`config.mk`:
```
export PLATFORM = sky130hd
export DESIGN_NAME = trm_cell
export DESIGN_NICKNAME = d
export VERILOG_FILES = /design/src/sv/trm_pkg.sv /design/src/sv/trm_cell.sv
export SDC_FILE = /design/constraint.sdc
export NUM_CORES = 1
export LEC_CHECK = 0
export BUFFER_PORTS_ARGS = -buffer_cell sky130_fd_sc_hd__buf_2
export CORE_MARGIN = 5
export CORE_UTILIZATION = 45
export DETAILED_ROUTE_END_ITERATION = 8
export GPL_ROUTABILITY_DRIVEN = 0
export HOLD_SLACK_MARGIN = 0.06
export PLACE_DENSITY = 0.7
export SLEW_MARGIN = 30
export SYNTH_ARGS = -nofsm -noshare
export SYNTH_HDL_FRONTEND = slang
export SYNTH_SLANG_ARGS = --single-unit
export TNS_END_PERCENT = 20
```
`constraint.sdc`:
```
create_clock -name clock -period 10.75 [get_ports clock]
set_input_delay 2.15 -clock clock [delete_from_list [all_inputs] [get_ports clock]]
set_output_delay 2.15 -clock clock [all_outputs]
set_load 0.005 [all_outputs]
```
`src/sv/trm_pkg.sv`:
```
// ----------------------------------------------------------------------------
// trm_pkg: shared types and constants for the translation region manager
// Transaction payloads, request and status codes, and the packet that
// travels along the row of region cells.
// ----------------------------------------------------------------------------
package trm_pkg;

   // Table geometry
   localparam int REGION_COUNT = 32;
   localparam int CELL_IDX_W   = 5;

   // Register indexes on the configuration port
   localparam logic CSR_PAGE_SHIFT   = 1'b0;
   localparam logic CSR_REGION_LIMIT = 1'b1;

   // Reset values of the configuration registers
   localparam logic [4:0] PAGE_SHIFT_RESET   = 5'd12;
   localparam logic [5:0] REGION_LIMIT_RESET = 6'd32;

   typedef enum logic [1:0] {
      OP_FIND     = 2'd0,
      OP_VALIDATE = 2'd1,
      OP_MAP      = 2'd2,
      OP_UNMAP    = 2'd3
   } trm_op_type;

   typedef enum logic [1:0] {
      ST_OK         = 2'd0,
      ST_MISALIGNED = 2'd1,
      ST_REJECT     = 2'd2,
      ST_ACTIVE     = 2'd3
   } trm_status_type;

   // Request transaction
   typedef struct packed {
      logic [1:0]  req_type;
      logic [7:0]  region_index;
      logic [31:0] logical_base;
      logic [63:0] physical_base;
      logic [31:0] span_bytes;
   } trm_req_type;

   // Response transaction
   typedef struct packed {
      trm_status_type status;
      logic [4:0]     found_index;
      logic [31:0]    start_page;
      logic [32:0]    end_page;
      logic [63:0]    page_delta;
      logic [5:0]     active_total;
   } trm_rsp_type;

   // Packet handed from cell to cell
   typedef struct packed {
      logic                  valid;
      logic                  act;          // cells may search or modify
      trm_op_type            op;
      logic [7:0]            region_index;
      logic [31:0]           logical_base;
      logic [31:0]           span_bytes;
      logic                  found;        // a free region was located
      logic [CELL_IDX_W-1:0] found_index;
      logic                  hit;          // overlap seen, or target was enabled
   } trm_pkt_type;

endpackage

```
`src/sv/trm_cell.sv`:
```
// ----------------------------------------------------------------------------
// trm_cell: one region slot of the translation region manager
// Holds the enable bit, logical base and span of one region, updates the
// packet passing through and hands it, registered, to the next cell.
// ----------------------------------------------------------------------------
module trm_cell (
   input  logic                            clock,
   input  logic                            reset,
   input  logic [trm_pkg::CELL_IDX_W-1:0]  cell_index,
   input  logic [5:0]                      region_limit,
   input  trm_pkg::trm_pkt_type            pkt_i,
   output trm_pkg::trm_pkt_type            pkt_o
);

   logic                 enable_ff, enable_in;
   logic [31:0]          base_ff, base_in;
   logic [31:0]          span_ff, span_in;
   trm_pkg::trm_pkt_type pkt_ff, pkt_in;

   logic        in_range;
   logic        targeted;
   logic [32:0] stored_end;
   logic [32:0] req_end;
   logic        overlap;

   assign in_range   = {1'b0, cell_index} < region_limit;
   assign targeted   = pkt_i.region_index == {3'b000, cell_index};
   assign stored_end = {1'b0, base_ff} + {1'b0, span_ff};
   assign req_end    = {1'b0, pkt_i.logical_base} + {1'b0, pkt_i.span_bytes};
   assign overlap    = ({1'b0, pkt_i.logical_base} < stored_end) &&
                       ({1'b0, base_ff} < req_end);

   // Apply the request to this slot and update the packet
   always_comb begin
      enable_in = enable_ff;
      base_in   = base_ff;
      span_in   = span_ff;
      pkt_in    = pkt_i;
      if (pkt_i.valid && pkt_i.act && in_range) begin
         case (pkt_i.op)
            trm_pkg::OP_FIND: begin
               if (!pkt_i.found && !enable_ff) begin
                  pkt_in.found       = 1'b1;
                  pkt_in.found_index = cell_index;
               end
            end
            trm_pkg::OP_VALIDATE: begin
               if (enable_ff && (span_ff != 32'd0) && overlap) begin
                  pkt_in.hit = 1'b1;
               end
            end
            trm_pkg::OP_MAP: begin
               if (targeted) begin
                  pkt_in.hit = enable_ff;
                  enable_in  = 1'b1;
                  base_in    = pkt_i.logical_base;
                  span_in    = pkt_i.span_bytes;
               end
            end
            trm_pkg::OP_UNMAP: begin
               if (targeted) begin
                  pkt_in.hit = enable_ff;
                  enable_in  = 1'b0;
                  base_in    = 32'd0;
                  span_in    = 32'd0;
               end
            end
            default: begin
               pkt_in = pkt_i;
            end
         endcase
      end
   end

   // Control state and packet register
   always_ff @(posedge clock) begin
      if (reset) begin
         enable_ff <= 1'b0;
         pkt_ff    <= '0;
      end else begin
         enable_ff <= enable_in;
         pkt_ff    <= pkt_in;
      end
   end

   // Region record
   always_ff @(posedge clock) begin
      base_ff <= base_in;
      span_ff <= span_in;
   end

   assign pkt_o = pkt_ff;

endmodule

```
; Word-level counts from Yosys, hierarchy flattened
; Cells that the tools add are included.
; W data, S select, Z words.
[word_totals]
in_bits = 96
regBits = 148
elab_cells = 50
output_inout_bits = 83
[op_classes]
n_lt_le_gt_ge = 3
muxes = 14
eq_ne = 6
addsub = 2
reduce_logical = 13
[ops]
columns = cell, n
row1 = $pmux W32 S2, 2
row2 = $mux W32, 3
row3 = $add A32 B32 Y33, 2
row4 = $lt A32 B33 Y1, 2
row5 = $reduce_bool A32 Y1, 1
row6 = $mux W6, 2
row7 = $eq A8 B5 Y1, 1
row8 = $mux W7, 1
row9 = $logic_and A1 B1 Y1, 6
row10 = $lt A5 B6 Y1, 1
row11 = $eq A2 B2 Y1 const B, 2
row12 = $mux W1, 4
row13 = $ne A2 B2 Y1 const B, 2
row14 = $pmux W1 S2, 2
row15 = $reduce_and A4 Y1, 1
row16 = $eq A2 B1 Y1 const B, 1
row17 = $logic_not A1 Y1, 2
row18 = $logic_not A2 Y1, 1
row19 = $reduce_bool A2 Y1, 1
row20 = $reduce_or A2 Y1, 1

; Logic depth before layout (Yosys ltp)
[depth]
depth_word = 7
ltp_mapped = 19
ltp_nobuf = 19

; Worst setup path before layout
; No wires, ideal clock.
[synth_timing]
path_type = input to register
start = input region_limit[1]
end = register enable_ff
path_stages = 8
path_slack_ns = 0.487
n_path_buf = 0
arrival_time_ns = 9.858
setup_time_ns = 0.405
t_required_ns = 10.345
cell_sequence = inv_1 -> ha_1 -> a21o_1 -> a21o_1 -> a211oi_1 -> o31ai_1 -> nor4_1 -> a211oi_1
[synth_via]
elab_chain_len = 3
[synth_lines]
columns = item, line
row1 = "start, declared", trm_cell.sv:10  ; input logic [5:0] region_limit,
row2 = $lt A5 B6 Y1, trm_cell.sv:26  ; assign in_range = {1'b0, cell_index} < region_limit;
row3 = $logic_and A1 B1 Y1, trm_cell.sv:39  ; if (pkt_i.valid && pkt_i.act && in_range) begin
row4 = $reduce_and A4 Y1 (no source line), -
row5 = "end signal, assigned", trm_cell.sv:81  ; enable_ff <= enable_in;
row6 = "end, declared", trm_cell.sv:15  ; logic enable_ff, enable_in;
; Every way passes these cells.
; A chain may end at the register's enable or synchronous reset.

; Worst setup path in the final report
[layout_timing]
start = input pkt_i[7] in the netlist's numbering
end = register pkt_ff, in the netlist pkt_o[0]
[layout_via]
elab_chain_len = 7
[layout_lines]
columns = item, line
row1 = "start, declared", trm_cell.sv:11  ; input trm_pkg::trm_pkt_type pkt_i,
row2 = $add A32 B32 Y33, trm_cell.sv:29  ; assign req_end = {1'b0, pkt_i.logical_base} + {1'b0, pkt_i.span_bytes};
row3 = $lt A32 B33 Y1, trm_cell.sv:31  ; ({1'b0, base_ff} < req_end);
row4 = $logic_and A1 B1 Y1, trm_cell.sv:30  ; assign overlap = ({1'b0, pkt_i.logical_base} < stored_end) &&
row5 = $logic_and A1 B1 Y1, trm_cell.sv:48  ; if (enable_ff && (span_ff != 32'd0) && overlap) begin
row6 = $mux W1, trm_cell.sv:48
row7 = $pmux W1 S2, trm_cell.sv:40  ; case (pkt_i.op)
row8 = $mux W7, trm_cell.sv:39
row9 = "end signal, assigned", trm_cell.sv:82  ; pkt_ff <= pkt_in;
row10 = "end, declared", trm_cell.sv:18  ; trm_pkg::trm_pkt_type pkt_ff, pkt_in;
; Every way passes these cells.

==> flow_summary.json <==
{
  "grt_pass1_vias": 7403,
  "fin_ws_ps": 4950,
  "worst_pin_slew_ps": 887,
  "synthDistinctLibCells": 60,
  "path_buf_inv": 1,
  "avgSynthCellArea_um2": 9.85,
  "ctsResizeCount": 0,
  "setup_tns_ps": 0,
  "die_h_um": 155,
  "antenna_left": 0,
  "hold_viol": 0,
  "fill_cells": 1867,
  "clkSlewWorstSetupHoldPaths_ps": 70,
  "vias": 7668,
  "clock_tree.root_cell": "clkbuf_16",
  "worstPathMaxFanout": 4,
  "die_area_um2": 24000,
  "drc": 0,
  "path_class": "input pin to flip-flop",
  "core_um2": 20800,
  "seq_area_frac_synth_pct": 38.2,
  "ios": 179,
  "endpoint_kind": "flip-flop",
  "holdCritPathClass": "flip-flop to flip-flop",
  "synth_edf_count": 64,
  "skew_ps": 8.38,
  "start_util_pct": 45.3,
  "nNetsFinal": 1367,
  "layout-drive-gt1-share_pct": 19.0,
  "grt_pass1_wl_um": 38500,
  "hold_depth": 2,
  "maxCapViolCount": 0,
  "slew_headroom_pct": 40.9,
  "clk_path_buf_depth": 2,
  "fin_crit_sh_pct": 53.9,
  "grt_start_max_net_pins": 86,
  "peakVddDrop_mv": 0.111,
  "setup_viol": 0,
  "post_cts_buffers": 0,
  "p_leak_nw": 5.05,
  "synthArstFlopShare_pct": 0,
  "ys_top_cells_by_count": "ha_1 (130), dfxtp_1 (84), nor2b_1 (82)",
  "final_max_slew_viol_count": 0,
  "cp.required_ps": 11120,
  "clock_sinks": 148,
  "rsz0062_at_grt": "false",
  "gr-total-overflow": 0,
  "status": "completed",
  "first_pass_iters": 5,
  "yosysTopAreaCell": "edfxtp_1",
  "syn_area_um2": 9440,
  "synth_area_leaders": "edfxtp_1 (20%), dfxtp_1 (18%), ha_1 (17%), nor2b_1 (5.4%), and2_1 (4.7%)",
  "io_buffers": 178,
  "die_w_um": 155,
  "avgRoutedWirePerCell_um": 16.9,
  "worst_path_dominant_cell_family": "compound AO/OA/AOI/OAI gates",
  "drt-initial-drc-count": 529,
  "hpwl_um": 18800,
  "r2r_cells": 19,
  "ff_latch_area_um2": 3600,
  "vias_per_cell": 5.37,
  "synth_warnings": 0,
  "max_stage_delay_ps": 450,
  "clkLatencyLatePin_ps": 430,
  "areaGrowthSynthToFinish_pct": 18.8,
  "cp_data_arrival_time_ps": 6160,
  "finalWirelength_um": 24100,
  "cts_buffers": 17,
  "synth_ff_type": "dfxtp_1",
  "timing.fmax_mhz": 172,
  "antenna_cells": 0,
  "crit_chain": "buf_2 > ha_1 > fa_1 > a211oi_1 > or3_1 > a211o_1 > a21oi_1 > a221o_2 > o41ai_4 > mux2i_1 > a2111oi_2 > ha_1 > a21o_1 > a21oi_1 > nand4b_1 > a311oi_1 > a311oi_1 > o21ai_1",
  "antenna_found_initial": 0,
  "min_period_ps": 5800,
  "powerDensity_nw_per_um2": 131,
  "grtUsageTotal_pct": 20.0,
  "cp-start-kind": "input pin",
  "htreeDepth": 4,
  "synth.most_common_cell": "ha_1",
  "synth.net_count": 1187,
  "yosys_register_bits": 148,
  "crit_cells": 18,
  "synthCells": 959,
  "rows": 53,
  "crit_slowest_cell": "fa_1",
  "synthDominantCellAreaShare_pct": 20.4,
  "pre_cts_slack_ps": 4490,
  "cts_hold_buf": 0,
  "cts_tree": "yes",
  "multi_input_area_um2": 5680
}
report_power, final:
group / switching [mW] / internal [mW] / total (mW)
combinational: 0.140 / 0.122 / 0.262
sequential: 0.00341 / 0.603 / 0.607
clock: 0.246 / 0.350 / 0.596
worst min-delay path: cells and delay by family, from the launching register on:
family,cells,cell delay (ps)
AND/OR/NAND/NOR,1,100
flip-flops,1,330
AO/OA/AOI/OAI,1,50
metrics by stage:
step / std cells / hold WS [ps] / area [µm²] / power (mW) / util, %
finish: 1427 / 529 / 11200 / 1.46 / 53.9
global route: 1427 / 589 / 11200 / 1.54 / 53.9
CTS: 1427 / 530 / 11200 / 1.48 / 53.9
detailed placement: 1395 / 521 / 10600 / 0.881 / 51.1
global placement: 1395 / 505 / 10600 / 0.875 / 51.1
floorplan: 959 / 495 / 9440 / 0.792 / -
area by class of cell:
class / instances / share of cell area (%)
Clock buffer: 24 / 4.76
Clock inverter: 8 / 0.491
Inverter: 25 / 0.836
Multi-Input combinational cell: 766 / 50.6
Sequential cell: 148 / 32.1
Tap cell: 275 / 3.07
Timing Repair Buffer: 181 / 8.14
metal layers:
metal | global-route usage (%) | wire length (µm)
met4 | 6.10 | 401
met5 | 0 | 0
met3 | 4.01 | 1360
met2 | 31.4 | 10800
met1 | 27.9 | 11500
path summary, 6_finish.rpt:
path / startpoint / slack [ps] / endpoint
min reg2reg: enable_ff$_SDFFE_PP0P_ / 530 / enable_ff$_SDFFE_PP0P_
max: pkt_i[7] / 4950 / pkt_o[0]$_SDFF_PP0_
min: enable_ff$_SDFFE_PP0P_ / 530 / enable_ff$_SDFFE_PP0P_
max reg2reg: span_ff[0]$_SDFFCE_PP0P_ / 6030 / pkt_o[0]$_SDFF_PP0_
registers in the layout, summed over array words and instances (netlist names):
| register | count |
|---|---|
| span_ff | 32 |
| enable_ff | 1 |
| base_ff | 32 |
| pkt_o | 83 |
cell usage in the layout, fill, tap and decap left out, drive strengths merged, types with 6 or more instances in the layout:
cell type  instances
clkbuf            24
edfxtp            64
xnor2             34
nor2b             82
inv               33
a31oi             12
mux2i              6
nor2              39
ha               130
a21oi             74
o21bai             8
nand4             19
xor2              25
a21o              52
o211ai             7
nand3             11
buf              181
nor3              13
nand2             40
or3                7
dfxtp             84
and3              10
a211oi            11
and2              72
o21ai             43
nand2b            12
nor4              10
cell families after synthesis:
group | Yosys count | share of synthesized area, %
multiplexers | 6 | 0.636
XOR/XNOR | 59 | 5.47
flip-flops | 148 | 38.2
adder cells (fa/ha/maj) | 132 | 17.7
AO/OA/AOI/OAI | 244 | 17.0
buffers and inverters | 45 | 1.79
AND/OR/NAND/NOR | 325 | 19.3
Note: power is estimated with default switching activity, not from simulation.
